[src/hdl/mm4_pkg.sv]
// ----------------------------------------------------------------------------
// mm4_pkg
// Shared sizes, operation codes and the item record for the 4x4 matrix
// multiplier cell chain.
// ----------------------------------------------------------------------------
package mm4_pkg;

	localparam int DIM        = 4;
	localparam int FRAC_BITS  = 12;
	localparam int ELEM_W     = 16;
	localparam int COL_W      = 2;
	localparam int NUM_FIELDS = 4;
	localparam int IDX_W      = (DIM > 1) ? $clog2(DIM) : 1;
	localparam int PROD_W     = 2 * ELEM_W;
	localparam int ACC_W      = PROD_W + $clog2(DIM);

	typedef enum logic {
		OP_LOAD = 1'b0,
		OP_MUL  = 1'b1
	} op_t;

	typedef struct packed {
		op_t                          op;
		logic [COL_W-1:0]             col;
		logic [DIM-1:0][ELEM_W-1:0]   elem;
		logic [DIM-1:0][ACC_W-1:0]    acc;
	} item_t;

endpackage

[src/hdl/mm4_cell.sv]
// ----------------------------------------------------------------------------
// mm4_cell
// One cell of the chain: holds one column of A, adds its share of the dot
// products to the partial sums and hands the item to the next cell.
// ----------------------------------------------------------------------------
module mm4_cell (
	input  logic                      clk,
	input  logic                      arst_n,
	input  logic [mm4_pkg::IDX_W-1:0] idx,
	input  logic                      up_valid,
	output logic                      up_ready,
	input  mm4_pkg::item_t            up_item,
	output logic                      dn_valid,
	input  logic                      dn_ready,
	output mm4_pkg::item_t            dn_item
);

	logic [mm4_pkg::DIM-1:0][mm4_pkg::ELEM_W-1:0] a_col_q;
	logic                                          vld_s1;
	mm4_pkg::item_t                                item_s1;
	mm4_pkg::item_t                                item_d;
	logic                                          take;
	logic                                          hit_load;
	logic signed [mm4_pkg::ELEM_W-1:0]             b_elem;
	logic signed [mm4_pkg::PROD_W-1:0]             prod [mm4_pkg::DIM];

	assign up_ready = !vld_s1 || dn_ready;
	assign take     = up_valid && up_ready;
	assign hit_load = (up_item.op == mm4_pkg::OP_LOAD) && (int'(up_item.col) == int'(idx));
	assign b_elem   = $signed(up_item.elem[idx]);

	always_comb begin
		item_d = up_item;
		for (int r = 0; r < mm4_pkg::DIM; r++) begin
			prod[r]       = $signed(a_col_q[r]) * b_elem;
			item_d.acc[r] = $signed(up_item.acc[r]) + mm4_pkg::ACC_W'(prod[r]);
		end
	end

	always_ff @(posedge clk or negedge arst_n) begin
		if (!arst_n) begin
			vld_s1 <= 1'b0;
		end else if (up_ready) begin
			vld_s1 <= up_valid;
		end
	end

	always_ff @(posedge clk) begin
		if (take) begin
			item_s1 <= item_d;
		end
		if (take && hit_load) begin
			a_col_q <= up_item.elem;
		end
	end

	assign dn_valid = vld_s1;
	assign dn_item  = item_s1;

endmodule

[config.mk]
export PLATFORM = sky130hd
export DESIGN_NAME = mm4_cell
export DESIGN_NICKNAME = d
export VERILOG_FILES = /design/src/hdl/mm4_pkg.sv /design/src/hdl/mm4_cell.sv
export SDC_FILE = /design/constraint.sdc
export NUM_CORES = 2
export LEC_CHECK = 0
export BUFFER_PORTS_ARGS = -buffer_cell sky130_fd_sc_hd__buf_2
export CORE_MARGIN = 5
export CORE_UTILIZATION = 55
export CTS_CLUSTER_DIAMETER = 50
export DETAILED_ROUTE_END_ITERATION = 12
export GPL_ROUTABILITY_DRIVEN = 0
export PLACE_DENSITY = 0.74
export REMOVE_ABC_BUFFERS = 1
export SLEW_MARGIN = 25
export SYNTH_ARGS = -nofsm -noshare
export SYNTH_HDL_FRONTEND = slang
export SYNTH_SLANG_ARGS = --single-unit
[constraint.sdc]
create_clock -name clk -period 14.67 [get_ports clk]
set_clock_uncertainty 0.1 [all_clocks]
set_input_delay 0 -clock clk [delete_from_list [all_inputs] [get_ports clk]]
set_output_delay 0 -clock clk [all_outputs]
set_load 0.03 [all_outputs]
==> run_results.csv <==
group,metric,value,unit
floorplan,boundaryPins,414,
final_layout,multi_input_area,0.0394,mm2
setup_path,path_class,"in2reg",
cts,post_cts.repair.setup_buffers,0,
placement,dpl.hpwl,110000,um
yosys,synth_area_leaders,"fa_1 (46%), edfxtp_1 (15%), inv_1 (10%), ha_1 (9.5%), and2_1 (5.6%)",
route,wire_per_inst,19.7,um
placement,post_dp_cell_area,0.0567,mm2
cts,clk_latency,630,ps
timing,setup-tns-final,0,ps
yosys,synthFlopType,"edfxtp_1",
route,firstDrtPassIters,8,
global_routing,grt_overflow,0,
setup_path,r2r_cells,21,
floorplan,start_util,0.554,
timing,whs,51.5,ps
cts,clkSinkCount,268,
yosys,synth.distinct_cells,69,
yosys,postSynthCellCount,5222,
cts,cts_tree,"built",
setup_path,worstSetupEndpointType,"flop",
timing,finalMaxSlewViolations,0,
floorplan,dieArea,0.104,mm2
timing,worst_pin_slew,1040,ps
final_layout,fin_nets,7456,
yosys,synth.top_cells.by_count,"inv_1 (1,421), fa_1 (1,220), nand2_1 (530), and2_1 (475), ha_1 (408)",
yosys,ys_seq_area_frac,0.150,
floorplan,rows,114,
final_layout,fin_area,0.0592,mm2
worst_hold_path,hp-class,"in2reg",
timing,hold_viol_final,0,
global_routing,grt_antenna_before_repair,7,
yosys,synth_warnings,0,
yosys,synth_seq_cells,268,
yosys,syn_area_per_cell,10.2,um2
final_layout,final_layout_size_suffix_gt1_frac,0.101,
setup_path,arrival,8090,ps
cts,numCtsBuffers,48,
cts,clk_path_buf_depth,3,
floorplan,die_h,322,um
yosys,synth_area_leader_cell,"fa_1",
floorplan,core-area,0.0966,mm2
global_routing,grt_max_degree,65,
yosys,synth_edf_count,267,
cts,hold_buffers,87,
flow_run,maxCapViolations,0,
timing,rsz0062_at_grt,"no",
final_layout,num-fill-cells,7919,
cts,cts_root_buf,"clkbuf_16",
final_layout,area_growth,10.8,%
timing,finalCritPeriodShare,0.533,
timing,setup_violations,0,
cts,h-tree-depth,2,
yosys,yosysTopAreaCellShare,0.457,
status,outcome,"finished, final reports clean",
setup_path,path_max_fanout,37,
floorplan,die_w,322,um
setup_path,worstPathRequired,14940,ps
final_layout,seqCellArea,0.00804,mm2
route,drt-vias-per-instance,5.32,
placement,port_buffers,413,
timing,period_needed,7820,ps
setup_path,start_kind,"input pin",
route,drt_iter0_markers,2136,
global_routing,grt_first_pass_wirelength,221000,um
yosys,synth.most_common_cell,"inv_1",
yosys,async_flop_share,0.00373,
global_routing,grt.total_usage,0.275,
route,ant_nets,0,
route,wirelength,137000,um
worst_hold_path,hold_depth,2,
timing,slew_headroom,0.306,
yosys,syn-cell-area,0.0535,mm2
cts,clk_pin_slew,60,ps
timing,max_freq,0.128,GHz
route,via_count,36879,
global_routing,grt_pass1_vias,40861,
cts,cts_resized,0,
route,drc_errors,0,
flip-flops by register name (all words and copies together), names as in the netlist:
register and count:
dn_item 203, a_col_q 64, dn_valid 1
metrics by stage:
step,cells,utilization,setup slack [ps]
floorplan,5038,-,1780
global placement,6758,0.587,6500
detailed placement,6758,0.587,6370
CTS,6934,0.613,6990
global route,6934,0.613,6530
finish,6937,0.613,6850
cells in the final DEF, fill, tap and decap left out, types with 9 or more instances in the layout:
cell	n
a31oi_1	15
nor3_1	16
fa_1	1220
nor2b_1	14
dlygate4sd3_1	87
a21o_1	45
and3_1	14
edfxtp_1	267
a211oi_1	10
xnor2_1	118
a21oi_1	89
nand2b_1	12
mux4_2	15
inv_1	1421
buf_2	413
nor2_1	118
or2_2	11
ha_1	408
nand3_1	17
o21bai_1	18
and2_1	474
inv_8	9
xor2_1	26
o211ai_1	16
nand2_1	530
buf_4	31
o21ai_0	51
clkbuf_16	49
o21a_1	18
inv_6	9
path summary, 6_finish.rpt:
path | endpoint | slack [ps] | start
worst max register to register | dn_item[132] | 7510 | a_col_q[63]
worst min-delay path | dn_item[145] | 50 | up_item[145]
worst max-delay path | dn_item[132] | 6850 | up_item[141]
worst min register to register | dn_item[183] | 960 | dn_valid
max in group asynchronous | dn_valid | 14240 | arst_n
min in group asynchronous | dn_valid | 120 | arst_n
cell families (layout without fill, tap and decap cells):
kind of cell    count (synthesis)  in the layout  share of synthesized area
fa+ha+maj                    1628           1628                      0.552
buf+inv                      1605           2041                      0.113
simple gates                 1240           1240                      0.115
compound gates                318            318                     0.0386
flops                         268            268                      0.150
xor+xnor                      146            146                     0.0242
mux                            17             17                    0.00672
other cells                     0              3                          0
worst max-delay path, stage by stage:
cell and delay, ps:
dlygate4sd3_1 630, buf_2 270, mux4_2 840, buf_4 470
and2_1 240, inv_1 70, fa_1 560, inv_1 70
fa_1 680, inv_1 210, fa_1 520, inv_1 50
fa_1 480, fa_1 500, inv_1 50, fa_1 470
inv_1 40, ha_1 320, a21oi_1 230, or4b_1 460
o221ai_1 310, o21bai_2 140, a2111oi_0 380, a311oi_1 70
metal layers:
layer | part of all wire | global-route usage
met1 | 0.38 | 0.358
met2 | 0.49 | 0.461
met3 | 0.083 | 0.0586
met4 | 0.042 | 0.0963
met5 | 0 | 0
area by class of cell:
class	instances	area share
sequential	268	0.136
clock inverter	39	0.00758
multi-input combinational	3349	0.665
inverter	1421	0.0901
antenna	3	0.000127
tap	1276	0.0270
timing repair buffer	531	0.0535
clock buffer	50	0.0208
Power is left out: the tool's default activity adds up to more than one toggle a clock period on the data nets, which glitch-free logic cannot reach.
