<file path="config.mk">
export PLATFORM = sky130hd
export DESIGN_NAME = mm4_round
export DESIGN_NICKNAME = d
export VERILOG_FILES = /design/src/hdl/mm4_pkg.sv /design/src/hdl/mm4_round.sv
export SDC_FILE = /design/constraint.sdc
export NUM_CORES = 1
export LEC_CHECK = 0
export BUFFER_PORTS_ARGS = -buffer_cell sky130_fd_sc_hd__buf_4
export CAP_MARGIN = 20
export CORE_MARGIN = 5
export CORE_UTILIZATION = 35
export DETAILED_ROUTE_END_ITERATION = 7
export PLACE_DENSITY = 0.65
export SYNTH_ARGS = -nofsm -noshare
export SYNTH_HDL_FRONTEND = slang
export SYNTH_SLANG_ARGS = --single-unit
</file>
<file path="constraint.sdc">
create_clock -name clk -period 5.4 [get_ports clk]
set_input_delay 0.81 -clock clk [delete_from_list [all_inputs] [get_ports clk]]
set_output_delay 0.81 -clock clk [all_outputs]
set_load 0.01 [all_outputs]
</file>
<file path="src/hdl/mm4_pkg.sv">
// ----------------------------------------------------------------------------
// mm4_pkg
// Shared sizes, operation codes and the item record for the 4x4 matrix
// multiplier cell chain.
// ----------------------------------------------------------------------------
package mm4_pkg;

	localparam int DIM        = 4;
	localparam int FRAC_BITS  = 12;
	localparam int ELEM_W     = 16;
	localparam int COL_W      = 2;
	localparam int NUM_FIELDS = 4;
	localparam int IDX_W      = (DIM > 1) ? $clog2(DIM) : 1;
	localparam int PROD_W     = 2 * ELEM_W;
	localparam int ACC_W      = PROD_W + $clog2(DIM);

	typedef enum logic {
		OP_LOAD = 1'b0,
		OP_MUL  = 1'b1
	} op_t;

	typedef struct packed {
		op_t                          op;
		logic [COL_W-1:0]             col;
		logic [DIM-1:0][ELEM_W-1:0]   elem;
		logic [DIM-1:0][ACC_W-1:0]    acc;
	} item_t;

endpackage

</file>
<file path="src/hdl/mm4_round.sv">
// ----------------------------------------------------------------------------
// mm4_round
// End of the chain: rounds and saturates the finished sums and holds the
// result item in the output register. Load items are dropped here.
// ----------------------------------------------------------------------------
module mm4_round (
	input  logic                               clk,
	input  logic                               arst_n,
	input  logic                               up_valid,
	output logic                               up_ready,
	input  mm4_pkg::item_t                     up_item,
	output logic                               rsp_valid,
	input  logic                               rsp_stall,
	output logic [mm4_pkg::COL_W-1:0]          rsp_col,
	output logic [mm4_pkg::NUM_FIELDS-1:0][mm4_pkg::ELEM_W-1:0] rsp_res,
	output logic                               rsp_clipped
);

	localparam int T_W = mm4_pkg::ACC_W + 1;
	localparam int Q_W = T_W - mm4_pkg::FRAC_BITS;
	localparam logic signed [Q_W-1:0] Q_MAX = Q_W'(32'sd32767);
	localparam logic signed [Q_W-1:0] Q_MIN = Q_W'(-32'sd32768);
	localparam logic signed [T_W-1:0] HALF  = T_W'(1) <<< (mm4_pkg::FRAC_BITS - 1);

	logic                                                    out_valid_q;
	logic [mm4_pkg::COL_W-1:0]                               out_col_q;
	logic [mm4_pkg::NUM_FIELDS-1:0][mm4_pkg::ELEM_W-1:0]     out_res_q;
	logic                                                    out_clip_q;
	logic [mm4_pkg::NUM_FIELDS-1:0][mm4_pkg::ELEM_W-1:0]     res_d;
	logic [mm4_pkg::NUM_FIELDS-1:0]                          clip_row;
	logic                                                    col_ok;
	logic                                                    take;

	assign up_ready = !out_valid_q || !rsp_stall;
	assign take     = up_valid && up_ready && (up_item.op == mm4_pkg::OP_MUL);
	assign col_ok   = int'(up_item.col) < mm4_pkg::DIM;

	for (genvar r = 0; r < mm4_pkg::NUM_FIELDS; r++) begin : g_row
		if (r < mm4_pkg::DIM) begin : g_live
			logic signed [T_W-1:0] t;
			logic signed [Q_W-1:0] q;
			always_comb begin
				t = T_W'($signed(up_item.acc[r])) + HALF;
				q = Q_W'(t >>> mm4_pkg::FRAC_BITS);
				clip_row[r] = 1'b0;
				if (!col_ok) begin
					res_d[r] = '0;
				end else if (q > Q_MAX) begin
					res_d[r]    = 16'h7fff;
					clip_row[r] = 1'b1;
				end else if (q < Q_MIN) begin
					res_d[r]    = 16'h8000;
					clip_row[r] = 1'b1;
				end else begin
					res_d[r] = q[mm4_pkg::ELEM_W-1:0];
				end
			end
		end else begin : g_dead
			assign res_d[r]    = '0;
			assign clip_row[r] = 1'b0;
		end
	end

	always_ff @(posedge clk or negedge arst_n) begin
		if (!arst_n) begin
			out_valid_q <= 1'b0;
		end else if (up_ready) begin
			out_valid_q <= up_valid && (up_item.op == mm4_pkg::OP_MUL);
		end
	end

	always_ff @(posedge clk) begin
		if (take) begin
			out_col_q  <= up_item.col;
			out_res_q  <= res_d;
			out_clip_q <= |clip_row;
		end
	end

	assign rsp_valid   = out_valid_q;
	assign rsp_col     = out_col_q;
	assign rsp_res     = out_res_q;
	assign rsp_clipped = out_clip_q;

endmodule

</file>
==> results.sh, run 1 <==
export IMPL_numCtsBuffers=9
export IMPL_cp_slowest_cell="nor4_1"
export IMPL_fp_dieH_um=122.5
export IMPL_dp_hpwl_um=9418
export IMPL_path_max_fanout=16
export IMPL_setup_violations=0
export IMPL_hold_viol=0
export IMPL_ant_nets=0
export IMPL_grt_max_degree=37
export IMPL_clock_latency_ns=0.32
export IMPL_ys_warn_count=0
export IMPL_avgSynthCellArea_um2=10.35
export IMPL_syn_to_final_growth_pct=39.05
export IMPL_grtUsageTotal_pct=15.56
export IMPL_drc=0
export IMPL_cts_resized_gates=0
export IMPL_syn_inst=428
export IMPL_cp_arrival_ns=3.13
export IMPL_setup_tns_ns=0
export IMPL_maxCapViolCount=0
export IMPL_start_util_pct=35.38
export IMPL_synth_area_leaders="edfxtp_1 45%, xnor2_1 7.3%, xor2_1 5.9%"
export IMPL_synth_cell_types=53
export IMPL_timing_rr_start="rsp_valid"
export IMPL_first_iter_violations=317
export IMPL_mostFrequentLayoutCell="buf_4"
export IMPL_rows=41
export IMPL_vias_per_cell=5.191
export IMPL_routed_wl_um=11900
export IMPL_yosysTopAreaCell="edfxtp_1"
export IMPL_routedWlPerCell_um=15.36
export IMPL_rr_endpoint="rsp_res[4]"
export IMPL_period_minus_slack_ns=3.091
export IMPL_synth_edf_count=67
export IMPL_dr_pass1_iters=5
export IMPL_rsz0062_at_grt="no"
export IMPL_layout_cells_non_filler=775
export IMPL_cp_start_kind="primary input"
export IMPL_crit_chain="buf_4 > ha_1 > nand3_1 > nor4_1 > nand2_1 > nand2_1 > o311a_1 > o21ai_0"
export IMPL_end_kind="flop"
export IMPL_crit_path_start="up_item[113]"
export IMPL_cts_setup_buffers=0
export IMPL_cpMostUsedCell="nand2_1"
export IMPL_tritoncts="yes"
export IMPL_fp_coreArea_um2=12520
export IMPL_synthArstFlopShare_pct=1.471
export IMPL_syn_area_um2=4428
export IMPL_synthXorXnorAreaFrac_pct=13.25
export IMPL_clk_pin_slew_ns=0.06
export IMPL_diodes=0
export IMPL_ff2ff_path_depth=2
export IMPL_fmax_mhz=323.5
export IMPL_num_vias=4023
export IMPL_dp_cells=758
export IMPL_synth_compound_area_share_pct=13.17
export IMPL_port_buffers=167
export IMPL_synth_nets=639
export IMPL_ys_ff_latch=68
export IMPL_required_ns=5.44
export IMPL_slew_headroom_pct=32.30
export IMPL_critPathMaxStageDelay_ns=0.74
export IMPL_worst_setup_path_type="primary input to flop"
export IMPL_htree_levels=3
export IMPL_grt_pass1_vias=3871
export IMPL_synth_top_area_share_pct=45.44
export IMPL_clockBufferDepth=2
export IMPL_crit_buf_inv=1
export IMPL_io_pins=276
export IMPL_hold_class="primary input to async pin"
export IMPL_cts_hold_buf=0
export IMPL_status="finished, final reports clean"
export IMPL_dieWidth_um=122.5
export IMPL_peakVddDrop_mv=0.1241
export IMPL_cellPowerDensity_nw_per_um2=234.4
export IMPL_cts_sinks=68
export IMPL_synthMuxAreaShare_pct=0.2261
export IMPL_fin_crit_sh_pct=57.24
export IMPL_fin_nets=809
export IMPL_drive_gt1_share_pct=35.49
export IMPL_tightest_slew_ns=1.013
export IMPL_critical_path_top_delay_family="simple AND/OR/NAND/NOR gates"
export IMPL_slew_viol_final=0
export IMPL_r2r_slack_ns=3.23
export IMPL_grt_pass1_wl_um=18770
export IMPL_yosysSeqAreaShare_pct=46.00
export IMPL_finClkSkew_ns=0.003619
export IMPL_synthSimpleGateAreaFrac_pct=23.62
export IMPL_clock_root_buffer="clkbuf_16"
export IMPL_p_leak_nw=2.290
export IMPL_gp_congestion=0.8966
export IMPL_synth_top_family_by_area="simple AND/OR/NAND/NOR gates"
export IMPL_antenna_found_initial=0
export IMPL_synth_adder_area_share_pct=1.130
export IMPL_overflow=0
export IMPL_die_area_um2=15000
export IMPL_ys_flop_type="edfxtp_1"
export IMPL_layout_common_cells="169 x buf_4, 67 x edfxtp_1, 39 x nand3_1"
==> sequential cells by signal (all words and copies together), names as in the netlist <==
register     count
rsp_clipped      1
rsp_col          2
rsp_res         64
rsp_valid        1
==> through the flow <==
step,setup WS (ns),cell area (µm²),hold WS [ns],util [%],power [mW]
4_1_cts,2.061,6150,0.2425,49.13,1.458
6_report,2.309,6157,0.2533,49.19,1.443
3_5_place_dp,1.748,5857,0.5694,46.79,0.8836
3_3_place_gp,1.823,5857,0.5673,46.79,0.8772
5_1_grt,2.125,6157,0.2362,49.19,1.508
2_1_floorplan,0.7558,4428,0.5144,-,0.7420
==> cell families after synthesis <==
family	Yosys count
xor gates and xnor gates	67
AOI/OAI and AO/OA	92
adders and majority gates	4
muxes	1
buffers and inverters	25
and+or+nand+nor	171
DFF	68
==> layout make-up <==
type | count | area, µm²
Clock inverter | 7 | 67.56
Multi-Input combinational cell | 335 | 2287
Fill cell | 1233 | 6360
Sequential cell | 68 | 2037
Clock buffer | 9 | 225.2
Inverter | 15 | 56.30
Timing Repair Buffer | 169 | 1269
Tap cell | 172 | 215.2
==> worst max path at each step <==
stage,to,cells after the start
floorplan,rsp_clipped,2
global placement,rsp_res[24],8
detailed placement,rsp_res[24],8
CTS,rsp_res[24],8
global route,rsp_res[49],8
finish,rsp_res[49],8
==> where the power goes <==
group	switching [mW]	internal, mW
clock	0.217	0.354
sequential	0.00733	0.612
combinational	0.133	0.119
total	0.358	1.09
==> routing by layer <==
| metal | track usage [%] | part of all wire, % |
|---|---|---|
| met3 | 4.009 | 7.2 |
| met2 | 25.21 | 47 |
| met5 | 0 | 0 |
| met1 | 20.83 | 45 |
| met4 | 3.919 | 1.1 |
==> cell usage after synthesis (2+ instances only) <==
master,instances
nand2_1,30
or4_1,4
a41o_1,2
o21ai_0,20
and2_1,3
a31oi_1,5
inv_1,15
buf_6,2
clkbuf_1,3
a31o_2,2
buf_2,5
a41oi_1,2
nand4_4,2
a21oi_1,8
ha_1,4
o21ai_1,30
nor3_1,13
o21ai_2,9
edfxtp_1,67
nor4_2,3
nand3_1,39
xor2_1,30
and4_1,6
nor4_1,2
o21a_1,3
nor3b_1,4
a211o_1,4
and3_1,17
nor2_1,18
xnor2_1,37
nor4_4,3
nand4_1,15
Power figures use the tool's default switching activity.
==> run 2: changes to the inputs <==
clock period = 3 ns   (was 5.4 ns; I/O delays follow)
==> results.sh, run 2 (same netlist as run 1, synthesis figures left out) <==
export IMPL_status="finished, final reports clean"
export IMPL_clockBufferDepth=2
export IMPL_diodes=0
export IMPL_p_switching_uw=615.3
export IMPL_period_minus_slack_ns=2.477
export IMPL_p_int_mw=1.925
export IMPL_gp_congestion=0.9177
export IMPL_overflow=0
export IMPL_largest_register_ff_count=64
export IMPL_tightest_slew_ns=0.5034
export IMPL_critPathMaxStageDelay_ns=0.55
export IMPL_routedWlPerCell_um=15.23
export IMPL_grt_max_degree=68
export IMPL_fin_util_pct=49.82
export IMPL_timing_rr_start="rsp_valid"
export IMPL_setup_tns_ns=0
export IMPL_routed_wl_um=11970
export IMPL_start_util_pct=35.38
export IMPL_switching_share_pct=24.22
export IMPL_cp_start_kind="primary input"
export IMPL_critical_path_top_delay_family="simple AND/OR/NAND/NOR gates"
export IMPL_mostFrequentLayoutCell="buf_4"
export IMPL_worst_setup_path_type="primary input to flop"
export IMPL_combPwrFrac_pct=18.2
export IMPL_crit_path_start="up_item[79]"
export IMPL_cp_slowest_cell="or4_4"
export IMPL_slew_headroom_pct=66.44
export IMPL_maxCapViolCount=0
export IMPL_drc=0
export IMPL_seq_power_share_pct=43.9
export IMPL_clock_root_buffer="clkbuf_16"
export IMPL_hold_viol=0
export IMPL_finClkSkew_ns=0.007857
export IMPL_postLayoutSetupSlackWorst_ns=0.5235
export IMPL_vias_per_cell=5.125
export IMPL_setup_violations=0
export IMPL_grt_pass1_wl_um=18670
export IMPL_crit_chain="buf_4 > ha_1 > nand4_1 > nor4_4 > nand3_1 > xnor2_1 > or4_4 > a21oi_1 > nand4_1"
export IMPL_rsz0062_at_grt="no"
export IMPL_cts_sinks=68
export IMPL_slew_viol_final=0
export IMPL_fin_nets=820
export IMPL_clock_latency_ns=0.33
export IMPL_io_pins=276
export IMPL_required_ns=3.06
export IMPL_die_area_um2=15000
export IMPL_cellPowerDensity_nw_per_um2=407.3
export IMPL_hold_start="up_item[200]"
export IMPL_tritoncts="yes"
export IMPL_cpMostUsedCell="nand4_1"
export IMPL_num_vias=4028
export IMPL_fp_coreArea_um2=12520
export IMPL_syn_to_final_growth_pct=40.83
export IMPL_cp_arrival_ns=2.54
export IMPL_numCtsBuffers=9
export IMPL_layout_common_cells="178 x buf_4, 67 x edfxtp_1, 39 x nand3_1"
export IMPL_grtUsageTotal_pct=15.68
export IMPL_dp_hpwl_um=9603
export IMPL_port_buffers=167
export IMPL_rows=41
export IMPL_dp_worst_setup_slack_ns=0.1525
export IMPL_dieWidth_um=122.5
export IMPL_htree_levels=3
export IMPL_path_max_fanout=4
export IMPL_fin_crit_sh_pct=82.55
export IMPL_clk_pin_slew_ns=0.05
export IMPL_grt_pass1_vias=3819
export IMPL_first_iter_violations=243
export IMPL_crit_buf_inv=1
export IMPL_drive_gt1_share_pct=35.99
export IMPL_fp_dieH_um=122.5
export IMPL_ant_nets=0
export IMPL_hold_class="primary input to flop"
export IMPL_dr_pass1_iters=5
export IMPL_clkPwrFrac_pct=37.9
export IMPL_antenna_found_initial=0
export IMPL_end_kind="flop"
export IMPL_cts_setup_buffers=0
export IMPL_fmax_mhz=403.8
export IMPL_peakVddDrop_mv=0.2310
export IMPL_p_leak_nw=2.348
-- run 2: changes by cell type in the layout (fill, tap and decap cells not counted) --
cell,delta
dlygate4sd3_1,+1
bufinv_16,-1
clkbuf_1,+3
clkbuf_8,+2
clkinvlp_4,-3
buf_12,+1
buf_4,+9
clkinv_2,-1
-- run 2: final cells by class --
type,count,area [µm²]
timing repair buffer,180,1366
fill,1173,6281
tap,172,215.2
clock inverter,2,10.01
clock buffer,14,264.0
multi-input combinational,335,2287
inverter,15,56.30
sequential,68,2037
-- run 2: timing repair --
item                                   4_1_cts  5_1_grt
setup endpoints to repair                    0        0
hold buffers                                 1        0
endpoints found under the hold margin        1        0
gates resized for setup                      0        0
-- run 2: worst paths after layout --
kind	end	slack, ns	depth (start not counted)
setup / recovery	rsp_clipped	0.52	9
hold / removal	rsp_col[0]	0.32	1
setup reg to reg	rsp_res[55]	1.71	2
hold reg to reg	rsp_valid	0.60	2
max in group asynchronous	rsp_valid	2.48	2
min in group asynchronous	rsp_valid	0.44	2
-- run 2: worst reg2reg max path: cells and delay by family, from the launching register on --
kind	cells	cell delay, ns
DFF	1	0.42
buffers and inverters	1	0.34
AOI/OAI and AO/OA	1	0.18
-- run 2: layer usage --
layer	GRT usage (%)	vias up	wire length, µm
met2	25.63	142	5656
met5	0	-	0
met4	5.458	0	180
met3	3.180	14	811
met1	20.71	1890	5322
li1	-	1982	-
-- run 2: per-stage QoR --
stage / hold WS [ns] / total power [mW] / instances / instance area [µm²]
after floorplan: 0.1544 / 1.334 / 428 / 4432
after global placement: 0.2262 / 1.587 / 769 / 5952
after detailed placement: 0.2292 / 1.599 / 769 / 5952
after CTS: 0.3213 / 2.574 / 786 / 6236
after global routing: 0.3190 / 2.648 / 786 / 6236
final: 0.3184 / 2.540 / 786 / 6236
-- run 2: power groups by stage --
stage,sequential (mW),clock [mW],combinational (mW)
after floorplan,1.16,0,0.178
after global placement,1.13,0,0.453
after detailed placement,1.14,0,0.464
after CTS,1.12,0.992,0.466
after global routing,1.12,1.02,0.506
final,1.12,0.963,0.461
==> run 3: changes to the inputs <==
clock period = 2.45 ns   (was 3 ns; I/O delays follow)
==> results.sh, run 3 (same netlist as run 1, synthesis figures left out) <==
export IMPL_status="finished, final reports clean"
export IMPL_routedWlPerCell_um=14.66
export IMPL_gp_congestion=0.8977
export IMPL_slew_headroom_pct=62.33
export IMPL_tritoncts="yes"
export IMPL_p_leak_nw=2.665
export IMPL_port_buffers=167
export IMPL_layout_common_cells="237 x buf_4, 67 x edfxtp_1, 39 x nand3_1"
export IMPL_syn_to_final_growth_pct=52.98
export IMPL_io_pins=276
export IMPL_start_util_pct=35.38
export IMPL_routed_wl_um=12410
export IMPL_cts_sinks=68
export IMPL_grt_pass1_vias=4134
export IMPL_required_ns=2.52
export IMPL_rows=41
export IMPL_path_max_fanout=3
export IMPL_fin_crit_sh_pct=94.68
export IMPL_clk_pin_slew_ns=0.06
export IMPL_switching_share_pct=23.25
export IMPL_htree_levels=3
export IMPL_drive_gt1_share_pct=42.43
export IMPL_dr_pass1_iters=4
export IMPL_clock_root_buffer="clkbuf_16"
export IMPL_grtUsageTotal_pct=16.63
export IMPL_layout_cells_non_filler=846
export IMPL_fin_util_pct=54.12
export IMPL_cp_start_kind="primary input"
export IMPL_antenna_found_initial=0
export IMPL_end_kind="flop"
export IMPL_p_int_mw=2.657
export IMPL_worst_setup_path_type="primary input to flop"
export IMPL_drc=0
export IMPL_period_minus_slack_ns=2.320
export IMPL_dp_cells=829
export IMPL_fin_nets=880
export IMPL_hold_ws_ns=0.2150
export IMPL_clkPwrFrac_pct=42.5
export IMPL_finClkSkew_ns=0.007062
export IMPL_peakVddDrop_mv=0.3104
export IMPL_numCtsBuffers=9
export IMPL_p_switching_uw=804.7
export IMPL_clock_latency_ns=0.33
export IMPL_diodes=0
export IMPL_fp_dieH_um=122.5
export IMPL_clockBufferDepth=2
export IMPL_grt_max_degree=68
export IMPL_setup_tns_ns=0
export IMPL_die_area_um2=15000
export IMPL_vias_per_cell=4.986
export IMPL_fp_coreArea_um2=12520
export IMPL_rsz0062_at_grt="no"
export IMPL_num_vias=4218
export IMPL_dieWidth_um=122.5
export IMPL_tightest_slew_ns=0.5607
export IMPL_cellPowerDensity_nw_per_um2=511.1
export IMPL_hold_class="primary input to flop"
export IMPL_largest_register_ff_count=64
export IMPL_dp_hpwl_um=10100
export IMPL_first_iter_violations=270
export IMPL_setup_violations=0
export IMPL_combPwrFrac_pct=18.1
export IMPL_grt_pass1_wl_um=19730
export IMPL_mostFrequentLayoutCell="buf_4"
export IMPL_cp_arrival_ns=2.39
export IMPL_maxCapViolCount=0
export IMPL_slew_viol_final=0
export IMPL_ant_nets=0
export IMPL_hold_viol=0
export IMPL_overflow=0
export IMPL_fmax_mhz=431.1
export IMPL_seq_power_share_pct=39.4
-- run 3: changes by cell type in the layout (fill, tap and decap cells not counted), sizes merged --
cell	delta
clkinvlp	+2
clkbuf	-5
bufinv	+3
buf	+60
-- run 3: worst max-delay path, stage by stage --
cell	delay [ns]
buf_4	0.10
ha_1	0.16
nand4_1	0.17
nor4_4	0.30
buf_4	0.18
mux2i_1	0.08
a32o_1	0.21
or4_4	0.43
a21oi_2	0.18
buf_4	0.13
nand4_1	0.08
-- run 3: cell type report --
| type | instances | area [µm²] |
|---|---|---|
| sequential | 68 | 2037 |
| fill | 1170 | 5743 |
| clock buffer | 9 | 225.2 |
| timing repair buffer | 240 | 1829 |
| inverter | 15 | 56.30 |
| clock inverter | 7 | 115.1 |
| multi-input combinational | 335 | 2296 |
| tap | 172 | 215.2 |
-- run 3: power by group through the flow --
stage / logic, mW / registers, mW / clock network (mW)
floorplan: 0.218 / 1.41 / 0
global placement: 0.613 / 1.39 / 0
detailed placement: 0.629 / 1.39 / 0
CTS: 0.632 / 1.37 / 1.50
global route: 0.687 / 1.37 / 1.55
finish: 0.627 / 1.36 / 1.47
-- run 3: what timing repair did --
action,in CTS,in global routing
setup buffers,0,0
hold buffers,1,0
endpoints found under the setup margin,1,1
resized for setup,1,1
endpoints found under the hold margin,1,0
pin swaps,0,0
-- run 3: routing by layer --
layer / part of all wire, % / up-vias / global-route usage, % / routed length, µm
li1: - / 2109 / - / -
met1: 44 / 1953 / 21.11 / 5417
met2: 48 / 140 / 27.83 / 5931
met3: 6.8 / 16 / 3.502 / 841
met4: 1.7 / 0 / 6.368 / 214
met5: 0 / - / 0 / 0
-- run 3: through the flow --
step / setup slack (ns) / cell area [µm²] / power [mW]
after floorplan: 0.01984 / 4439 / 1.633
after global placement: -0.3291 / 6415 / 2.000
after detailed placement: -0.3586 / 6415 / 2.018
after CTS: 0.07792 / 6770 / 3.499
after global routing: 0.005264 / 6774 / 3.607
final: 0.1303 / 6774 / 3.462
-- run 3: path summary, 6_finish.rpt --
check | startpoint | end | slack [ns] | cells after the start
setup reg to reg | rsp_valid | rsp_res[52] | 1.14 | 2
setup / recovery | up_item[79] | rsp_clipped | 0.13 | 11
min in group asynchronous | arst_n | rsp_valid | 0.36 | 2
hold reg to reg | rsp_valid | rsp_valid | 0.59 | 2
max in group asynchronous | arst_n | rsp_valid | 2.01 | 2
hold / removal | up_item[201] | rsp_col[1] | 0.22 | 1
